## src/hdl/assert_macros.svh

```systemverilog
// Assertion helpers used by the top-level RTL.
`ifndef ASSERT_MACROS_SVH
`define ASSERT_MACROS_SVH

// Property checked at every clock edge outside reset.
`define TTCS_ASSERT(lbl, clk, rst, prop, msg) \
   lbl: assert property (@(posedge clk) disable iff (rst) prop) else $error(msg);

// Antecedent at one edge, consequent at the next.
`define TTCS_ASSERT_NEXT(lbl, clk, rst, ante, cons, msg) \
   lbl: assert property (@(posedge clk) disable iff (rst) (ante) |=> (cons)) else $error(msg);

`endif

```

## src/hdl/ttcs_pkg.sv

```systemverilog
`default_nettype none

package ttcs_pkg;

   // screen geometry
   localparam int COLUMNS   = 80;
   localparam int ROWS      = 25;
   localparam int CELLS     = ROWS * COLUMNS;
   localparam int ROW_LIMIT = 2 * ROWS - 1;
   localparam int TAB_STEP  = 8;

   localparam int ADDR_W    = $clog2(CELLS);
   localparam int ROW_POS_W = $clog2(2 * ROWS);
   localparam int COL_POS_W = $clog2(COLUMNS + 1);
   localparam int ROW_IDX_W = $clog2(ROWS);
   localparam int COL_IDX_W = $clog2(COLUMNS);
   localparam int SCR_W     = $clog2(ROWS + 1);

   // op queue between front and back
   localparam int OPQ_DEPTH = 2;
   localparam int OPQ_PTR_W = $clog2(OPQ_DEPTH);
   localparam int OPQ_CNT_W = $clog2(OPQ_DEPTH + 1);

   // fixed port field widths
   localparam int CELL_ROW_W = 5;
   localparam int CELL_COL_W = 7;
   localparam int SCROLL_W   = 5;
   localparam int CUR_ROW_W  = 6;
   localparam int CUR_COL_W  = 7;

   localparam logic [7:0]  CHAR_SPACE       = 8'h20;
   localparam logic [7:0]  CHAR_NEWLINE     = 8'h0A;
   localparam logic [7:0]  CHAR_TAB         = 8'h09;
   localparam logic [7:0]  TEXT_COLOR_RESET = 8'h07;
   localparam logic [15:0] CELL_RESET       = 16'h0720;

   // commands
   localparam logic [1:0] CMD_PUT   = 2'd0;
   localparam logic [1:0] CMD_CLEAR = 2'd1;
   localparam logic [1:0] CMD_READ  = 2'd2;

   typedef struct packed {
      logic [1:0] cmd;
      logic [7:0] char_code;
      logic [4:0] read_row;
      logic [6:0] read_col;
   } req_type;

   typedef struct packed {
      logic                  cell_written;
      logic [CELL_ROW_W-1:0] cell_row;
      logic [CELL_COL_W-1:0] cell_col;
      logic [15:0]           cell_value;
      logic [SCROLL_W-1:0]   rows_scrolled;
      logic [CUR_ROW_W-1:0]  cursor_row;
      logic [CUR_COL_W-1:0]  cursor_col;
      logic [15:0]           read_value;
   } rsp_type;

   // classified work for the back end
   typedef struct packed {
      logic                 write;
      logic [ROW_IDX_W-1:0] wrow;
      logic [COL_IDX_W-1:0] wcol;
      logic [7:0]           wchar;
      logic [SCR_W-1:0]     scroll;
      logic [ROW_POS_W-1:0] cursor_row;
      logic [COL_POS_W-1:0] cursor_col;
      logic                 rd;
      logic [ADDR_W-1:0]    rd_addr;
   } op_type;

   typedef enum logic [2:0] {
      ST_CLEAR,
      ST_IDLE,
      ST_COPY,
      ST_FILL,
      ST_EXEC,
      ST_RDWAIT
   } back_state_type;

   function automatic logic [ADDR_W-1:0] cell_addr(input logic [ROW_IDX_W-1:0] row,
                                                   input logic [COL_IDX_W-1:0] col);
      return ADDR_W'(int'(row) * COLUMNS + int'(col));
   endfunction

endpackage

`default_nettype wire

```

## src/hdl/ttcs_front.sv

```systemverilog
`default_nettype none

// Cursor tracking and command classification; one item per cycle while accept is high.
module ttcs_front (
   input  wire logic          clock,
   input  wire logic          reset,
   input  wire logic          accept,
   input  ttcs_pkg::req_type  req,
   output ttcs_pkg::op_type   op
);

   logic [ttcs_pkg::ROW_POS_W-1:0] row_ff, row_in;
   logic [ttcs_pkg::COL_POS_W-1:0] col_ff, col_in;

   logic [ttcs_pkg::ROW_POS_W-1:0] row_adv;
   logic                           wrap;
   logic [ttcs_pkg::COL_POS_W:0]   tab_base, tab_sum;
   logic [ttcs_pkg::COL_POS_W-1:0] tab_col;
   logic [ttcs_pkg::COL_POS_W-1:0] pr_col;
   logic [ttcs_pkg::ROW_POS_W-1:0] pr_row, excess, wrow_full;
   logic                           over;
   logic [ttcs_pkg::SCR_W-1:0]     scroll_n;

   always_comb begin
      row_adv  = (row_ff < ttcs_pkg::ROW_POS_W'(ttcs_pkg::ROW_LIMIT)) ? row_ff + 1'b1 : row_ff;
      wrap     = (col_ff >= ttcs_pkg::COL_POS_W'(ttcs_pkg::COLUMNS));

      // next tab stop, clamped at the right edge
      tab_base = {1'b0, col_ff} & ~((ttcs_pkg::COL_POS_W + 1)'(ttcs_pkg::TAB_STEP - 1));
      tab_sum  = tab_base + (ttcs_pkg::COL_POS_W + 1)'(ttcs_pkg::TAB_STEP);
      tab_col  = (tab_sum > (ttcs_pkg::COL_POS_W + 1)'(ttcs_pkg::COLUMNS)) ?
                 ttcs_pkg::COL_POS_W'(ttcs_pkg::COLUMNS) : tab_sum[ttcs_pkg::COL_POS_W-1:0];

      // printable: wrap, then scroll if below the bottom row
      pr_col    = wrap ? '0 : col_ff;
      pr_row    = wrap ? row_adv : row_ff;
      over      = (pr_row >= ttcs_pkg::ROW_POS_W'(ttcs_pkg::ROWS));
      excess    = pr_row - ttcs_pkg::ROW_POS_W'(ttcs_pkg::ROWS - 1);
      scroll_n  = (excess > ttcs_pkg::ROW_POS_W'(ttcs_pkg::ROWS)) ?
                  ttcs_pkg::SCR_W'(ttcs_pkg::ROWS) : ttcs_pkg::SCR_W'(excess);
      wrow_full = over ? ttcs_pkg::ROW_POS_W'(ttcs_pkg::ROWS - 1) : pr_row;

      op     = '0;
      row_in = row_ff;
      col_in = col_ff;
      case (req.cmd)
         ttcs_pkg::CMD_PUT: begin
            if (req.char_code == ttcs_pkg::CHAR_NEWLINE) begin
               col_in = '0;
               row_in = row_adv;
            end else if (req.char_code == ttcs_pkg::CHAR_TAB) begin
               col_in = tab_col;
            end else begin
               op.write  = 1'b1;
               op.wrow   = ttcs_pkg::ROW_IDX_W'(wrow_full);
               op.wcol   = ttcs_pkg::COL_IDX_W'(pr_col);
               op.wchar  = req.char_code;
               op.scroll = over ? scroll_n : '0;
               row_in    = wrow_full;
               col_in    = pr_col + 1'b1;
            end
         end
         ttcs_pkg::CMD_CLEAR: begin
            op.scroll = ttcs_pkg::SCR_W'(ttcs_pkg::ROWS);
         end
         ttcs_pkg::CMD_READ: begin
            op.rd      = (int'(req.read_row) < ttcs_pkg::ROWS) &&
                         (int'(req.read_col) < ttcs_pkg::COLUMNS);
            op.rd_addr = ttcs_pkg::cell_addr(ttcs_pkg::ROW_IDX_W'(req.read_row),
                                             ttcs_pkg::COL_IDX_W'(req.read_col));
         end
         default: begin
         end
      endcase
      op.cursor_row = row_in;
      op.cursor_col = col_in;
   end

   always_ff @(posedge clock) begin
      if (reset) begin
         row_ff <= '0;
         col_ff <= '0;
      end else if (accept) begin
         row_ff <= row_in;
         col_ff <= col_in;
      end
   end

endmodule

`default_nettype wire

```

## config.mk

```make
export PLATFORM = sky130hd
export DESIGN_NAME = ttcs_front
export DESIGN_NICKNAME = d
export VERILOG_FILES = /design/src/hdl/assert_macros.svh /design/src/hdl/ttcs_pkg.sv /design/src/hdl/ttcs_front.sv
export SDC_FILE = /design/constraint.sdc
export NUM_CORES = 1
export LEC_CHECK = 0
export BUFFER_PORTS_ARGS = -buffer_cell sky130_fd_sc_hd__buf_2
export CAP_MARGIN = 25
export CORE_ASPECT_RATIO = 1.25
export CORE_MARGIN = 5
export CORE_UTILIZATION = 37
export DETAILED_ROUTE_END_ITERATION = 12
export HOLD_SLACK_MARGIN = 0.02
export MAX_ROUTING_LAYER = met4
export PLACE_DENSITY = 0.63
export SLEW_MARGIN = 20
export SYNTH_ARGS = -nofsm -noshare
export SYNTH_HDL_FRONTEND = slang
export SYNTH_SLANG_ARGS = --single-unit
```

## constraint.sdc

```tcl
create_clock -name clock -period 3.5 [get_ports clock]
set_input_delay 0.7 -clock clock [delete_from_list [all_inputs] [get_ports clock]]
set_output_delay 0.7 -clock clock [all_outputs]
set_load 0.05 [all_outputs]
```

Word level (Yosys, flattened, before mapping):

Cells that the tools add are included.

* word-level logic and storage cells: 39
* input bits: 25
* register bits after elaboration: 13
* output and inout bits: 51

* equality and inequality tests: 4
* magnitude comparators: 7
* multiplexer cells: 18
* reduce and logical (&&, ||, !) cells: 2
* $mul: 1
* $add $sub $neg: 5

Operator list (number)
* $mux 26: 2
* $mux 6: 6
* $mux 7: 5
* $mux 21: 1
* $eq 8x4->1 const B: 2
* $mux 12: 1
* $add 11x7->11: 1
* $mux 5: 2
* $pmux 5 s2: 1
* $add 7x4->8 const B: 1
* $gt 8x7->1 const B: 1
* $add 7x1->7 const B: 1
* $ge 7x7->1 const B: 1
* $lt 7x7->1 const B: 1
* $mul 5x3->7 const B: 1
* $add 6x1->6 const B: 1
* $ge 6x5->1 const B: 1
* $gt 6x5->1 const B: 1
* $lt 6x6->1 const B: 1
* $sub 6x5->6 const B: 1
* $lt 5x5->1 const B: 1
* $eq 2x1->1 const B: 1
* $eq 2x2->1 const B: 1
* $logic_not 2->1: 1
* $logic_and 1x1->1: 1

Longest topological paths before layout:

* depth in word-level cells: 10
* mapped depth: 12
* mapped depth without buffers: 10

Least setup slack after synthesis:

Ideal clock, no wire load.

* kind: input to output
* start: input req[21] (netlist bit)
* end: output op[27] (netlist bit)
* cell stages on the path: 4
* buffers on the path: 1
* slack: -0.433 ns
* data arrival time: 3.233 ns
* required time: 2.800 ns
* path through: or2_2 > a31oi_1 > buf_2 > nor4bb_1

RTL lines
* from (decl): RTL line ttcs_front.sv:8 `input ttcs_pkg::req_type req,`
* to (decl): RTL line ttcs_front.sv:9 `output ttcs_pkg::op_type op`

==> impl_metrics.ini <==
[critical_path]
rr_worst_depth = 9
r2r_start = col_ff[4]$_SDFFE_PP0P_
crit_required_ns = 2.80
crit_type = input port to output port
rr_endpoint = col_ff[6]$_SDFFE_PP0P_
critPathMaxFanout = 2
cp_data_arrival_time_ns = 2.72
crit_path_end_kind = output port
cp-startpoint = req[8]
start_kind = input port
ff2ff_setup_slack_ns = 1.31

[timing]
fmax_ghz = 0.293
fin_worst_hold_slack_ns = 0.526
finalSetupViolCount = 0
finalMaxSlewViolations = 0
tightest_slew_ns = 0.504
min_period_ns = 3.42
finalCritPeriodShare = 0.977
rsz0062_at_grt = true
slew_headroom = 0.663
worst_slack_ns = 0.0813
finalHoldViolations = 0
fin_skew_ns = 0.00209

[floorplan]
core_sq_mm = 0.00570
rows = 31
die_w_um = 77.8
initial_core_util = 0.373
die_h_um = 94.8
die_area_sq_mm = 0.00738
io_pins = 76

[hold_path]
whs_endpoint = col_ff[1]$_SDFFE_PP0P_
hold_class = register to register
hp-start = col_ff[1]$_SDFFE_PP0P_
hold_depth = 2

[logic_synthesis]
ys_warn_count = 0
ys_types = 66
synth_seq_area_share = 0.122
synth.avg_cell_area_sq_um = 7.49
synth_top_area_frac = 0.122
synth-seq-cells = 13
synth_area_leaders = dfxtp_1, ha_1, nor2_1
synth_common_cells = nor2_1, nand2_1, and2_1, inv_1, ha_1
ys.flop_type = dfxtp_1
synthCells = 284
yosysMostFrequentCell = nor2_1
syn-cell-area_sq_mm = 0.00213
yosysTopAreaCell = dfxtp_1
synth-edff-count = 0
async_flop_share = 0
syn-num-nets = 326

[run]
maxCapViolations = 0

[cells_and_area]
drive_above_1_share = 0.340
nets = 405
nFillCells = 603
antenna_cells = 0
post-route-util = 0.471
area.growth.synth_to_final_pct = 26.3

[clocking]
cts_max_level = 1
cts_setup_buffers = 0
cts_made_buffers = 3
clockRootBuffer = clkbuf_8
cts.clk_slew.worst_paths_ns = 0.06
clock_path_buffers = 2
cts_tree = built
worstSkewPairLatency_ns = 0.25
clock_sinks = 13

[routing]
via_per_inst = 5.44
drt_wl_total_mm = 6.28
vias = 2329
ant_nets = 0
drcViolationCount = 0
wl_per_cell_um = 14.7
drtIter0Drc = 81
dr.pass1.iters = 4

[power_and_ir_drop]
powerDensity_mw_per_mm2 = 227
power_mw = 0.609
ir_worst_vdd_mv = 0.112
p_leak_nw = 1.34

[run_status]
status = finished clean

[grt]
grt_max_degree = 23
grt_pass1_wl_mm = 10.3
grt_usage = 0.173
grt_pass1_vias = 2210
overflow = 0
antenna_found_initial = 0

[placed_design]
portBuffers = 75
gp_congestion = 0.931
dpl_worst_slack_ns = 0.0104
hpwl_mm = 5.00
-- what timing repair did --
item	in CTS	in global routing
hold buffers	0	0
resized for setup	1	7
endpoints found under the setup margin	1	6
-- state kept, by name, summed over array words and instances, names as in the netlist --
name    count
col_ff      7
row_ff      6
-- where the power goes --
| group | switching [mW] | internal [mW] |
|---|---|---|
| clock network | 0.0609 | 0.0806 |
| logic | 0.199 | 0.102 |
| registers | 0.0118 | 0.154 |
-- cells by family (layout without fill, tap and decap cells) --
logic type,after synthesis,in the layout,synth area share
and+or+nand+nor,132,132,0.345
AOI/OAI and AO/OA,76,76,0.287
buffers and inverters,29,107,0.0635
adders and majority gates,17,17,0.107
DFF,13,13,0.122
xor gates and xnor gates,12,12,0.0494
muxes,5,5,0.0259
-- per-stage QoR --
stage	instance area [sq um]	TNS (ns)	std cells
2_1_floorplan	2140	0	284
3_3_place_gp	2630	0	424
3_5_place_dp	2630	0	424
4_1_cts	2670	0	428
5_1_grt	2690	-0.00116	428
6_report	2690	0	428
-- metal layers --
| layer | GRT usage | wire length, um | vias up |
|---|---|---|---|
| li1 | - | - | 1182 |
| met1 | 0.191 | 2610 | 1082 |
| met2 | 0.318 | 3380 | 59 |
| met3 | 0.0248 | 223 | 6 |
| met4 | 0.0501 | 73 | 0 |
| met5 | - | 0 | - |
-- worst max-delay path by stage --
stage / end / slack [ns] / cells past startpoint
finish: op[9] / 0.08 / 10
floorplan: op[27] / 0.08 / 4
detailed placement: op[10] / 0.01 / 10
CTS: op[10] / 0.01 / 10
global route: op[9] / -0.001 / 10
global placement: op[10] / 0.04 / 10
-- cells in the final DEF (no fill, tap or decap), types with 10 or more instances in the layout --
master / count
and2_1: 18
buf_4: 13
a21oi_1: 13
inv_1: 16
nand3_1: 10
nor2_1: 35
nand2_1: 22
dfxtp_1: 11
buf_2: 72
ha_1: 15
-- cell type report --
type | count | area [sq um] | area share
timing repair buffer | 87 | 485 | 0.181
clock buffer | 4 | 45.0 | 0.0168
inverter | 16 | 60.1 | 0.0223
sequential | 13 | 263 | 0.0978
multi-input combinational | 242 | 1750 | 0.652
tap | 66 | 82.6 | 0.0307
-- critical path, stage by stage --
cell      delay [ns]
buf_2           0.11
ha_1            0.29
ha_1            0.22
inv_1           0.07
fa_1            0.44
buf_4           0.16
nor3b_1         0.24
xnor2_1         0.14
and2_1          0.13
clkbuf_4        0.22
(Power assumes the default switching activity.)
