===== config.mk =====
export PLATFORM = sky130hd
export DESIGN_NAME = ttcs_op_queue
export DESIGN_NICKNAME = d
export VERILOG_FILES = /design/src/hdl/assert_macros.svh /design/src/hdl/ttcs_pkg.sv /design/src/hdl/ttcs_op_queue.sv
export SDC_FILE = /design/constraint.sdc
export NUM_CORES = 1
export LEC_CHECK = 0
export ABC_AREA = 1
export BUFFER_PORTS_ARGS = -buffer_cell sky130_fd_sc_hd__buf_2
export CAP_MARGIN = 25
export CORE_ASPECT_RATIO = 1.25
export CORE_UTILIZATION = 45
export DETAILED_ROUTE_END_ITERATION = 10
export PLACE_DENSITY = 0.7
export SETUP_SLACK_MARGIN = 0.5
export SLEW_MARGIN = 30
export SYNTH_ARGS = -nofsm -noshare
export SYNTH_HDL_FRONTEND = slang
export SYNTH_SLANG_ARGS = --single-unit
export TNS_END_PERCENT = 1

===== constraint.sdc =====
create_clock -name clock -period 9.3 [get_ports clock]
set_clock_uncertainty 0.15 [all_clocks]
set_input_delay 0.465 -clock clock [delete_from_list [all_inputs] [get_ports clock]]
set_output_delay 0.465 -clock clock [all_outputs]
set_load 0.05 [all_outputs]

===== src/hdl/assert_macros.svh =====
// Assertion helpers used by the top-level RTL.
`ifndef ASSERT_MACROS_SVH
`define ASSERT_MACROS_SVH

// Property checked at every clock edge outside reset.
`define TTCS_ASSERT(lbl, clk, rst, prop, msg) \
   lbl: assert property (@(posedge clk) disable iff (rst) prop) else $error(msg);

// Antecedent at one edge, consequent at the next.
`define TTCS_ASSERT_NEXT(lbl, clk, rst, ante, cons, msg) \
   lbl: assert property (@(posedge clk) disable iff (rst) (ante) |=> (cons)) else $error(msg);

`endif


===== src/hdl/ttcs_pkg.sv =====
`default_nettype none

package ttcs_pkg;

   // screen geometry
   localparam int COLUMNS   = 80;
   localparam int ROWS      = 25;
   localparam int CELLS     = ROWS * COLUMNS;
   localparam int ROW_LIMIT = 2 * ROWS - 1;
   localparam int TAB_STEP  = 8;

   localparam int ADDR_W    = $clog2(CELLS);
   localparam int ROW_POS_W = $clog2(2 * ROWS);
   localparam int COL_POS_W = $clog2(COLUMNS + 1);
   localparam int ROW_IDX_W = $clog2(ROWS);
   localparam int COL_IDX_W = $clog2(COLUMNS);
   localparam int SCR_W     = $clog2(ROWS + 1);

   // op queue between front and back
   localparam int OPQ_DEPTH = 2;
   localparam int OPQ_PTR_W = $clog2(OPQ_DEPTH);
   localparam int OPQ_CNT_W = $clog2(OPQ_DEPTH + 1);

   // fixed port field widths
   localparam int CELL_ROW_W = 5;
   localparam int CELL_COL_W = 7;
   localparam int SCROLL_W   = 5;
   localparam int CUR_ROW_W  = 6;
   localparam int CUR_COL_W  = 7;

   localparam logic [7:0]  CHAR_SPACE       = 8'h20;
   localparam logic [7:0]  CHAR_NEWLINE     = 8'h0A;
   localparam logic [7:0]  CHAR_TAB         = 8'h09;
   localparam logic [7:0]  TEXT_COLOR_RESET = 8'h07;
   localparam logic [15:0] CELL_RESET       = 16'h0720;

   // commands
   localparam logic [1:0] CMD_PUT   = 2'd0;
   localparam logic [1:0] CMD_CLEAR = 2'd1;
   localparam logic [1:0] CMD_READ  = 2'd2;

   typedef struct packed {
      logic [1:0] cmd;
      logic [7:0] char_code;
      logic [4:0] read_row;
      logic [6:0] read_col;
   } req_type;

   typedef struct packed {
      logic                  cell_written;
      logic [CELL_ROW_W-1:0] cell_row;
      logic [CELL_COL_W-1:0] cell_col;
      logic [15:0]           cell_value;
      logic [SCROLL_W-1:0]   rows_scrolled;
      logic [CUR_ROW_W-1:0]  cursor_row;
      logic [CUR_COL_W-1:0]  cursor_col;
      logic [15:0]           read_value;
   } rsp_type;

   // classified work for the back end
   typedef struct packed {
      logic                 write;
      logic [ROW_IDX_W-1:0] wrow;
      logic [COL_IDX_W-1:0] wcol;
      logic [7:0]           wchar;
      logic [SCR_W-1:0]     scroll;
      logic [ROW_POS_W-1:0] cursor_row;
      logic [COL_POS_W-1:0] cursor_col;
      logic                 rd;
      logic [ADDR_W-1:0]    rd_addr;
   } op_type;

   typedef enum logic [2:0] {
      ST_CLEAR,
      ST_IDLE,
      ST_COPY,
      ST_FILL,
      ST_EXEC,
      ST_RDWAIT
   } back_state_type;

   function automatic logic [ADDR_W-1:0] cell_addr(input logic [ROW_IDX_W-1:0] row,
                                                   input logic [COL_IDX_W-1:0] col);
      return ADDR_W'(int'(row) * COLUMNS + int'(col));
   endfunction

endpackage

`default_nettype wire


===== src/hdl/ttcs_op_queue.sv =====
`default_nettype none

module ttcs_op_queue (
   input  wire logic             clock,
   input  wire logic             reset,
   input  wire logic             push,
   input  ttcs_pkg::op_type      push_data,
   input  wire logic             pop,
   output ttcs_pkg::op_type      pop_data,
   output logic                  full,
   output logic                  empty
);

   ttcs_pkg::op_type                 slot_ff [ttcs_pkg::OPQ_DEPTH];
   logic [ttcs_pkg::OPQ_PTR_W-1:0]   wr_ptr_ff, wr_ptr_in;
   logic [ttcs_pkg::OPQ_PTR_W-1:0]   rd_ptr_ff, rd_ptr_in;
   logic [ttcs_pkg::OPQ_CNT_W-1:0]   count_ff, count_in;
   logic                             do_push, do_pop;

   assign full     = (count_ff == ttcs_pkg::OPQ_CNT_W'(ttcs_pkg::OPQ_DEPTH));
   assign empty    = (count_ff == '0);
   assign do_push  = push && !full;
   assign do_pop   = pop && !empty;
   assign pop_data = slot_ff[rd_ptr_ff];

   always_comb begin
      wr_ptr_in = wr_ptr_ff;
      rd_ptr_in = rd_ptr_ff;
      count_in  = count_ff;
      if (do_push) begin
         wr_ptr_in = (wr_ptr_ff == ttcs_pkg::OPQ_PTR_W'(ttcs_pkg::OPQ_DEPTH - 1)) ?
                     '0 : wr_ptr_ff + 1'b1;
      end
      if (do_pop) begin
         rd_ptr_in = (rd_ptr_ff == ttcs_pkg::OPQ_PTR_W'(ttcs_pkg::OPQ_DEPTH - 1)) ?
                     '0 : rd_ptr_ff + 1'b1;
      end
      if (do_push && !do_pop) begin
         count_in = count_ff + 1'b1;
      end else if (do_pop && !do_push) begin
         count_in = count_ff - 1'b1;
      end
   end

   always_ff @(posedge clock) begin
      if (reset) begin
         wr_ptr_ff <= '0;
         rd_ptr_ff <= '0;
         count_ff  <= '0;
      end else begin
         wr_ptr_ff <= wr_ptr_in;
         rd_ptr_ff <= rd_ptr_in;
         count_ff  <= count_in;
      end
   end

   always_ff @(posedge clock) begin
      if (do_push) begin
         slot_ff[wr_ptr_ff] <= push_data;
      end
   end

endmodule

`default_nettype wire


# Word-level counts from Yosys, hierarchy flattened
# Memories as Yosys holds them, arrays and structs flattened. A register that Yosys moved wholly into a read port is not among the register bits.
# Index checks and enable logic that the tools add are counted.
[totals]
regBits = 4
ramBits = 102
output_inout_bits = 53
wordCells = 27
mem_count = 1
[op_classes]
add_sub_neg = 4
eq_ne = 1
n_mux = 8
reduce_logical = 10
[memory_table]
columns = ["name", "depth", "width", "read_ports", "rd_ports_with_merged_regs", "write_ports", "line_no", "rtl"]
rows = [
  ["slot_ff", 2, 51, 1, 1, 1, "ttcs_op_queue.sv:14", "ttcs_pkg::op_type slot_ff [ttcs_pkg::OPQ_DEPTH];"],
]
[ops]
columns = ["operator", "n"]
rows = [
  ["two-way mux 1 bit", 6],
  ["logical AND 1 bit", 4],
  ["zero test 1 bit", 4],
  ["two-way mux 2 bit", 2],
  ["adder 1 bit, second input constant", 2],
  ["adder 2 x 1 -> 2 bit, second input constant", 1],
  ["equality test 2 bit, second input constant", 1],
  ["zero test 2 bit", 1],
  ["nonzero test 2 bit", 1],
  ["subtractor 2 x 1 -> 2 bit, second input constant", 1],
]

# Longest topological paths before layout
# Gate-level depths: netlist (run 1).
[logic_depth]
word_depth = 7
depth_mapped = 10

# Worst setup path before layout (run 1)
# OpenSTA, ideal clock, no wires.
[synth_path]
path_type = "flip-flop to flip-flop"
start = "reg count_ff[0] in the netlist's numbering"
end = "mem slot_ff[0][0] in the netlist's numbering, enable pin"
setup_time_ns = 0.460
t_arrival_ns = 2.678
required_time_ns = 8.690
path_slack_ns = 6.013
path_stages_with_launch = 3
n_path_buf = 0
cell_sequence = "dfxtp_1 -> o21ai_2 -> nor2_1"
[synth_between]
elab_chain_cells = 5
[synth_lines]
columns = ["element", "line_no", "rtl"]
rows = [
  ["start: declaration", "ttcs_op_queue.sv:17", "logic [ttcs_pkg::OPQ_CNT_W-1:0] count_ff, count_in;"],
  ["start signal: assignment", "ttcs_op_queue.sv:53", "count_ff <= count_in;"],
  ["equality test 2 bit", "ttcs_op_queue.sv:20", "assign full = (count_ff == ttcs_pkg::OPQ_CNT_W'(ttcs_pkg::OPQ_DEPTH));"],
  ["zero test 1 bit", "ttcs_op_queue.sv:22", "assign do_push = push && !full;"],
  ["logical AND 1 bit", "ttcs_op_queue.sv:22", ""],
  ["two-way mux 1 bit", "ttcs_op_queue.sv:58", "if (do_push) begin"],
  ["two-way mux 1 bit (implied by the code)", "ttcs_op_queue.sv:59", "slot_ff[wr_ptr_ff] <= push_data;"],
  ["end: declaration", "ttcs_op_queue.sv:14", ""],
]
# Every way passes these cells.

==> results of run 1 <==
-- layer usage --
layer | track usage (%) | vias to the layer above | wire, um
met4 | 9.447 | 0 | 204
met2 | 22.36 | 57 | 3389
met1 | 14.84 | 996 | 2432
met5 | 0 | - | 0
li1 | - | 986 | -
met3 | 3.604 | 14 | 361
-- stage by stage --
stage	hold slack, ps	instance area (sq um)
after floorplan	325.5	4187
final	162.9	5090
after global routing	147.5	5090
after global placement	371.4	4798
after detailed placement	381.4	4798
after CTS	150.8	5090
-- power groups by stage --
stage / clock network (mW) / logic [mW] / registers [mW]
final: 0.365 / 0.517 / 0.663
after detailed placement: 0 / 0.522 / 0.676
after global routing: 0.391 / 0.546 / 0.672
after global placement: 0 / 0.515 / 0.672
after CTS: 0.376 / 0.523 / 0.665
after floorplan: 0 / 0.477 / 0.640
-- sequential cells by signal, summed over array words and instances, names as in the netlist, named ones only --
signal and count:
count_ff 2, rd_ptr_ff 1, slot_ff 102, wr_ptr_ff 1
-- area by class of cell --
class,instances,area share (%)
Clock buffer,9,4.425
Inverter,9,0.6637
Tap cell,123,3.024
Timing Repair Buffer,109,10.82
Sequential cell,107,62.22
Clock inverter,7,1.303
Multi-Input combinational cell,74,17.55
-- worst paths after layout --
check / start / to / slack [ps] / depth (start not counted)
worst min register to register: wr_ptr_ff / wr_ptr_ff / 390 / 2
worst min-delay path: push_data[39] / slot_ff[0][39] / 160 / 1
worst max register to register: count_ff[0] / slot_ff[0][45] / 7180 / 3
worst max-delay path: flop / pop_data[28] / 6690 / 2
-- cell families after synthesis --
kind of cell | after synthesis | synth area share [%]
flops | 107 | 75.55
simple gates | 16 | 1.584
fa+ha+maj | 1 | 0.2988
compound gates | 6 | 0.8964
buf+inv | 15 | 3.467
mux | 51 | 18.20
-- cells in the mapped netlist --
cell type and instances:
a21oi_1 1, and2_1 1, buf_12 5, buf_6 1
dfxtp_1 5, edfxtp_1 102, ha_1 1, inv_1 8
inv_2 1, mux2_2 1, mux2_4 50, nand2_1 4
nand3_1 1, nand4_1 1, nor2_1 9, o21ai_0 3
o21ai_2 2
==> summary.txt, run 1 <==
Timing
  – Tcrit/Tclk final: 28.03%
  – RSZ-0062 raised after global routing: no
  – Slew @ Worst Pin: 949.7 ps
  – Fin. Hold Viols: 0
  – Slew Limit Headroom: 36.68%
  – Final setup viols: 0
  – Max Fclk: 383.7 MHz
  – Post-layout min period: 2606 ps
  – Setup TNS: 0 ps
  – Setup ws final: 6694 ps
  – Final slew viol count: 0

Final layout
  – Layout Utilization: 56.08%
  – Fill cell total of the finished layout: 752
  – Multi-input logic area: 893.4 sq um
  – Area grow syn2layout: 21.58%
  – Final non-filler cell total: 438
  – Sequential Area: 3167 sq um
  – Fin nets: 366
  – Commonest non-fill, non-tap cell in the layout: buf_2
  – Most frequent cells in the layout: buf_2 (107), edfxtp_1 (102), mux2_4 (50), clkbuf_16 (9), inv_1 (8)
  – # diodes: 0
  – Layout cell share with drive strength beyond 1: 57.78%

Logic synthesis
  – Net count after synthesis: 252
  – Syn Inst Count: 196
  – Count of cell types in the netlist: 17
  – Cell type with the highest aggregate area in the netlist: edfxtp_1
  – Sequential share of the synthesized area: 75.55%
  – Main area contributors after synthesis: edfxtp_1 (73%), mux2_4 (18%), buf_12 (2.4%)
  – Avg Inst Size Synth: 21.36 sq um
  – #FFs+latches synth: 107
  – Post-synth design cell area: 4187 sq um
  – Synth top area share: 73.16%
  – Synth warn: 0

Setup path
  – Crit Path Class: flop to output port
  – Arrival time worst endpoint: 1990 ps
  – Crit-path leading delay family: flip-flops
  – Bufs and invs on worst path: 1
  – Critical path, cell by cell: mux2_2 > buf_2
  – Worst Setup End Kind: output port
  – WP data required: 8690 ps
  – Max incr delay on CP: 950 ps
  – Crit path max fanout: 51
  – Crit path launch type: flop
  – Slowest stage cell, crit path: dfxtp_4

CTS
  – CTS tree: built
  – Clock root cell: clkbuf_16
  – CTS Buf Count: 9
  – Clk sink count: 107
  – Reg clk slew, reported paths: 70 ps
  – H-tree depth: 3
  – Post-CTS Setup Repair Bufs: 0
  – Post-CTS sizing: 0
  – CTS Hold Bufs: 0
  – Clock tree buffer depth: 2
  – Clk_lat worst skew: 330 ps

Route
  – DRT Wirelength: 6387 um
  – Routed length per placed instance: 14.58 um
  – Total number of vias: 2,053
  – Routed Antenna Nets: 0
  – Initial DRT Pass Iterations: 4
  – DRT iter0 DRCs: 96
  – DRC Markers: 0
  – Vias per inst: 4.687

Worst hold path
  – HP Class: input port to flop

GRT
  – Global route overflow: 0
  – Initial antenna violation count: 1
  – Largest net degree at the start of global routing: 52
  – Number of global-route vias before repair: 1,958
  – First-pass GRT wire length: 9294 um
  – Total GRT Usage: 13.45%

Placed design
  – Buffers added on ports: 107
  – Post-DP HPWL: 4290 um
  – Placer Congestion: 0.7065
  – Dpl cells: 422
  – Setup WS pre-CTS: 7052 ps

Floorplanning
  – Site row count: 39
  – IO Pins: 108
  – Core area: 9076 sq um
  – Die ar.: 9696 sq um
  – DIE HEIGHT: 109.8 um
  – Die Span X: 88.27 um
  – Starting Density: 46.13%

Pwr
  – Comb power frac: 33.5%
  – Psw: 0.5559 mW
  – Worst VDD drop: 0.0001473 V
  – Tot Pwr: 1.545 mW
  – Sequential power share: 42.9%
  – Sw frac: 35.98%
  – Leak: 2.023 nW
  – Clk pwr share: 23.6%
  – Pwr/cell area: 303.6 nW/um^2
  – Internal: 0.9892 mW

Run status
  – Status: completed

Job
  – Max_cap viols: 0
Note: power is estimated with default switching activity, not from simulation.
==> run 2, diff against run 1 <==
Clock period 9.3 ns to 2.5 ns, I/O delays scaled along.
==> summary.txt, run 2 (synthesis results as in run 1) <==
Route
  – Routed length per placed instance: 13.98 um
  – Initial DRT Pass Iterations: 5
  – Vias per inst: 4.522
  – DRC Markers: 0
  – Routed Antenna Nets: 0
  – DRT Wirelength: 6934 um
  – Total number of vias: 2,243
  – DRT iter0 DRCs: 64

Worst hold path
  – HP Class: input port to flop

Final layout
  – # diodes: 0
  – Most frequent cells in the layout: buf_2 (107), edfxtp_1 (102), dlygate4sd3_1 (52), mux2_4 (50), clkbuf_16 (9)
  – Layout Utilization: 62.71%
  – Top flop regs: slot_ff (102), count_ff (2)
  – Most flop-heavy register: slot_ff
  – Area grow syn2layout: 35.95%
  – Layout cell share with drive strength beyond 1: 50.40%
  – Final non-filler cell total: 496
  – Max FFs per register: 102
  – Commonest non-fill, non-tap cell in the layout: buf_2
  – Fin nets: 424

Placed design
  – Post-DP HPWL: 4270 um
  – Dpl cells: 426
  – Placer Congestion: 0.6502
  – Buffers added on ports: 107

Floorplanning
  – Starting Density: 46.13%
  – Die ar.: 9696 sq um
  – DIE HEIGHT: 109.8 um
  – Core area: 9076 sq um
  – Site row count: 39
  – Die Span X: 88.27 um
  – IO Pins: 108

Setup path
  – WP data required: 2620 ps
  – Crit path max fanout: 4
  – Most frequent cell on the critical path: inv_1
  – Worst Setup End Kind: flop
  – Slowest stage cell, crit path: dfxtp_1
  – Critical path, cell by cell: inv_1 > o21ai_2 > inv_1 > ha_1 > inv_1 > nand3_1 > nand2_1 > inv_1 > nor2_1
  – Max incr delay on CP: 390 ps
  – Arrival time worst endpoint: 1930 ps
  – Crit path launch type: flop
  – Crit Path Class: flop to flop
  – R2r setup slk: 700 ps

GRT
  – Largest net degree at the start of global routing: 37
  – Number of global-route vias before repair: 2,232
  – Total GRT Usage: 14.75%
  – Global route overflow: 0
  – First-pass GRT wire length: 10,210 um
  – Initial antenna violation count: 0

Run status
  – Status: completed

Timing
  – Final slew viol count: 0
  – Final setup viols: 0
  – Setup TNS: 0 ps
  – Fin. Hold Viols: 0
  – RSZ-0062 raised after global routing: no
  – Max Fclk: 554.1 MHz
  – Tcrit/Tclk final: 72.18%
  – Slew Limit Headroom: 67.25%
  – Post-layout min period: 1805 ps
  – Slew @ Worst Pin: 491.2 ps

CTS
  – Clock tree buffer depth: 2
  – Reg clk slew, reported paths: 70 ps
  – CTS Buf Count: 9
  – H-tree depth: 3
  – CTS tree: built
  – Clock root cell: clkbuf_16
  – Post-CTS sizing: 0
  – Clk_lat worst skew: 340 ps
  – Clk sink count: 107

Pwr
  – Pwr/cell area: 1034 nW/um^2
  – Leak: 2.279 nW
  – Worst VDD drop: 0.0006240 V

Job
  – Max_cap viols: 0
==> run 2: changes by cell type in the layout (fill, tap and decap cells not counted) <==
cell,delta
clkinv_4,+3
buf_4,+4
buf_12,+2
dlygate4sd3_1,+52
clkinv_2,-3
==> run 2: power by group <==
| part | internal, mW | leakage (nW) | switching [mW] |
|---|---|---|---|
| clock network | 0.782 | 0.146 | 0.598 |
| registers | 2.27 | 0.993 | 0.0867 |
| logic | 0.733 | 1.14 | 1.42 |
==> run 2: cell type report <==
cell class              instances  area, sq um
inverters                       9        33.78
multi-input cells              74        893.4
clock inverters                 7        77.57
flip-flops and latches        107         3167
well taps                     123        153.9
clock buffers                   9        225.2
fillers                       693         3385
repair buffers                167         1141
==> run 2: worst paths after layout <==
path	depth (start not counted)	endpoint	from
worst max-delay path	9	count_ff[1]	count_ff[1]
worst min-delay path	4	rd_ptr_ff	pop
worst max register to register	9	count_ff[1]	count_ff[1]
worst min register to register	2	wr_ptr_ff	wr_ptr_ff
==> run 2: what timing repair did <==
action                                 CTS  global route
endpoints found under the hold margin  107             0
buffers inserted                         2             0
setup endpoints to repair               34             0
hold buffers                            52             0
==> run 2: worst max-delay path: cells and delay by family (launching register included) <==
kind / cells / cell delay, ps
buffers and inverters: 4 / 350
and+or+nand+nor: 3 / 240
AOI/OAI and AO/OA: 1 / 280
adders and majority gates: 1 / 340
DFF: 1 / 390
==> run 2: stage by stage <==
stage | hold slack, ps | area, sq um | setup slack [ps] | total power, mW
3_3_place_gp | 162.4 | 4853 | 754.4 | 4.458
3_5_place_dp | 165.7 | 4853 | 715.0 | 4.491
6_report | 30.28 | 5692 | 695.4 | 5.888
5_1_grt | 24.88 | 5692 | 533.1 | 6.139
2_1_floorplan | 73.87 | 4192 | 59.03 | 4.151
4_1_cts | 19.95 | 5692 | 667.6 | 5.952
==> run 2: layer usage <==
| layer | vias to the layer above | GRT usage (%) | routed length (um) |
|---|---|---|---|
| li1 | 1098 | - | - |
| met1 | 1078 | 16.08 | 2833 |
| met3 | 10 | 3.153 | 260 |
| met2 | 57 | 25.71 | 3710 |
| met4 | 0 | 9.562 | 130 |
| met5 | - | 0 | 0 |
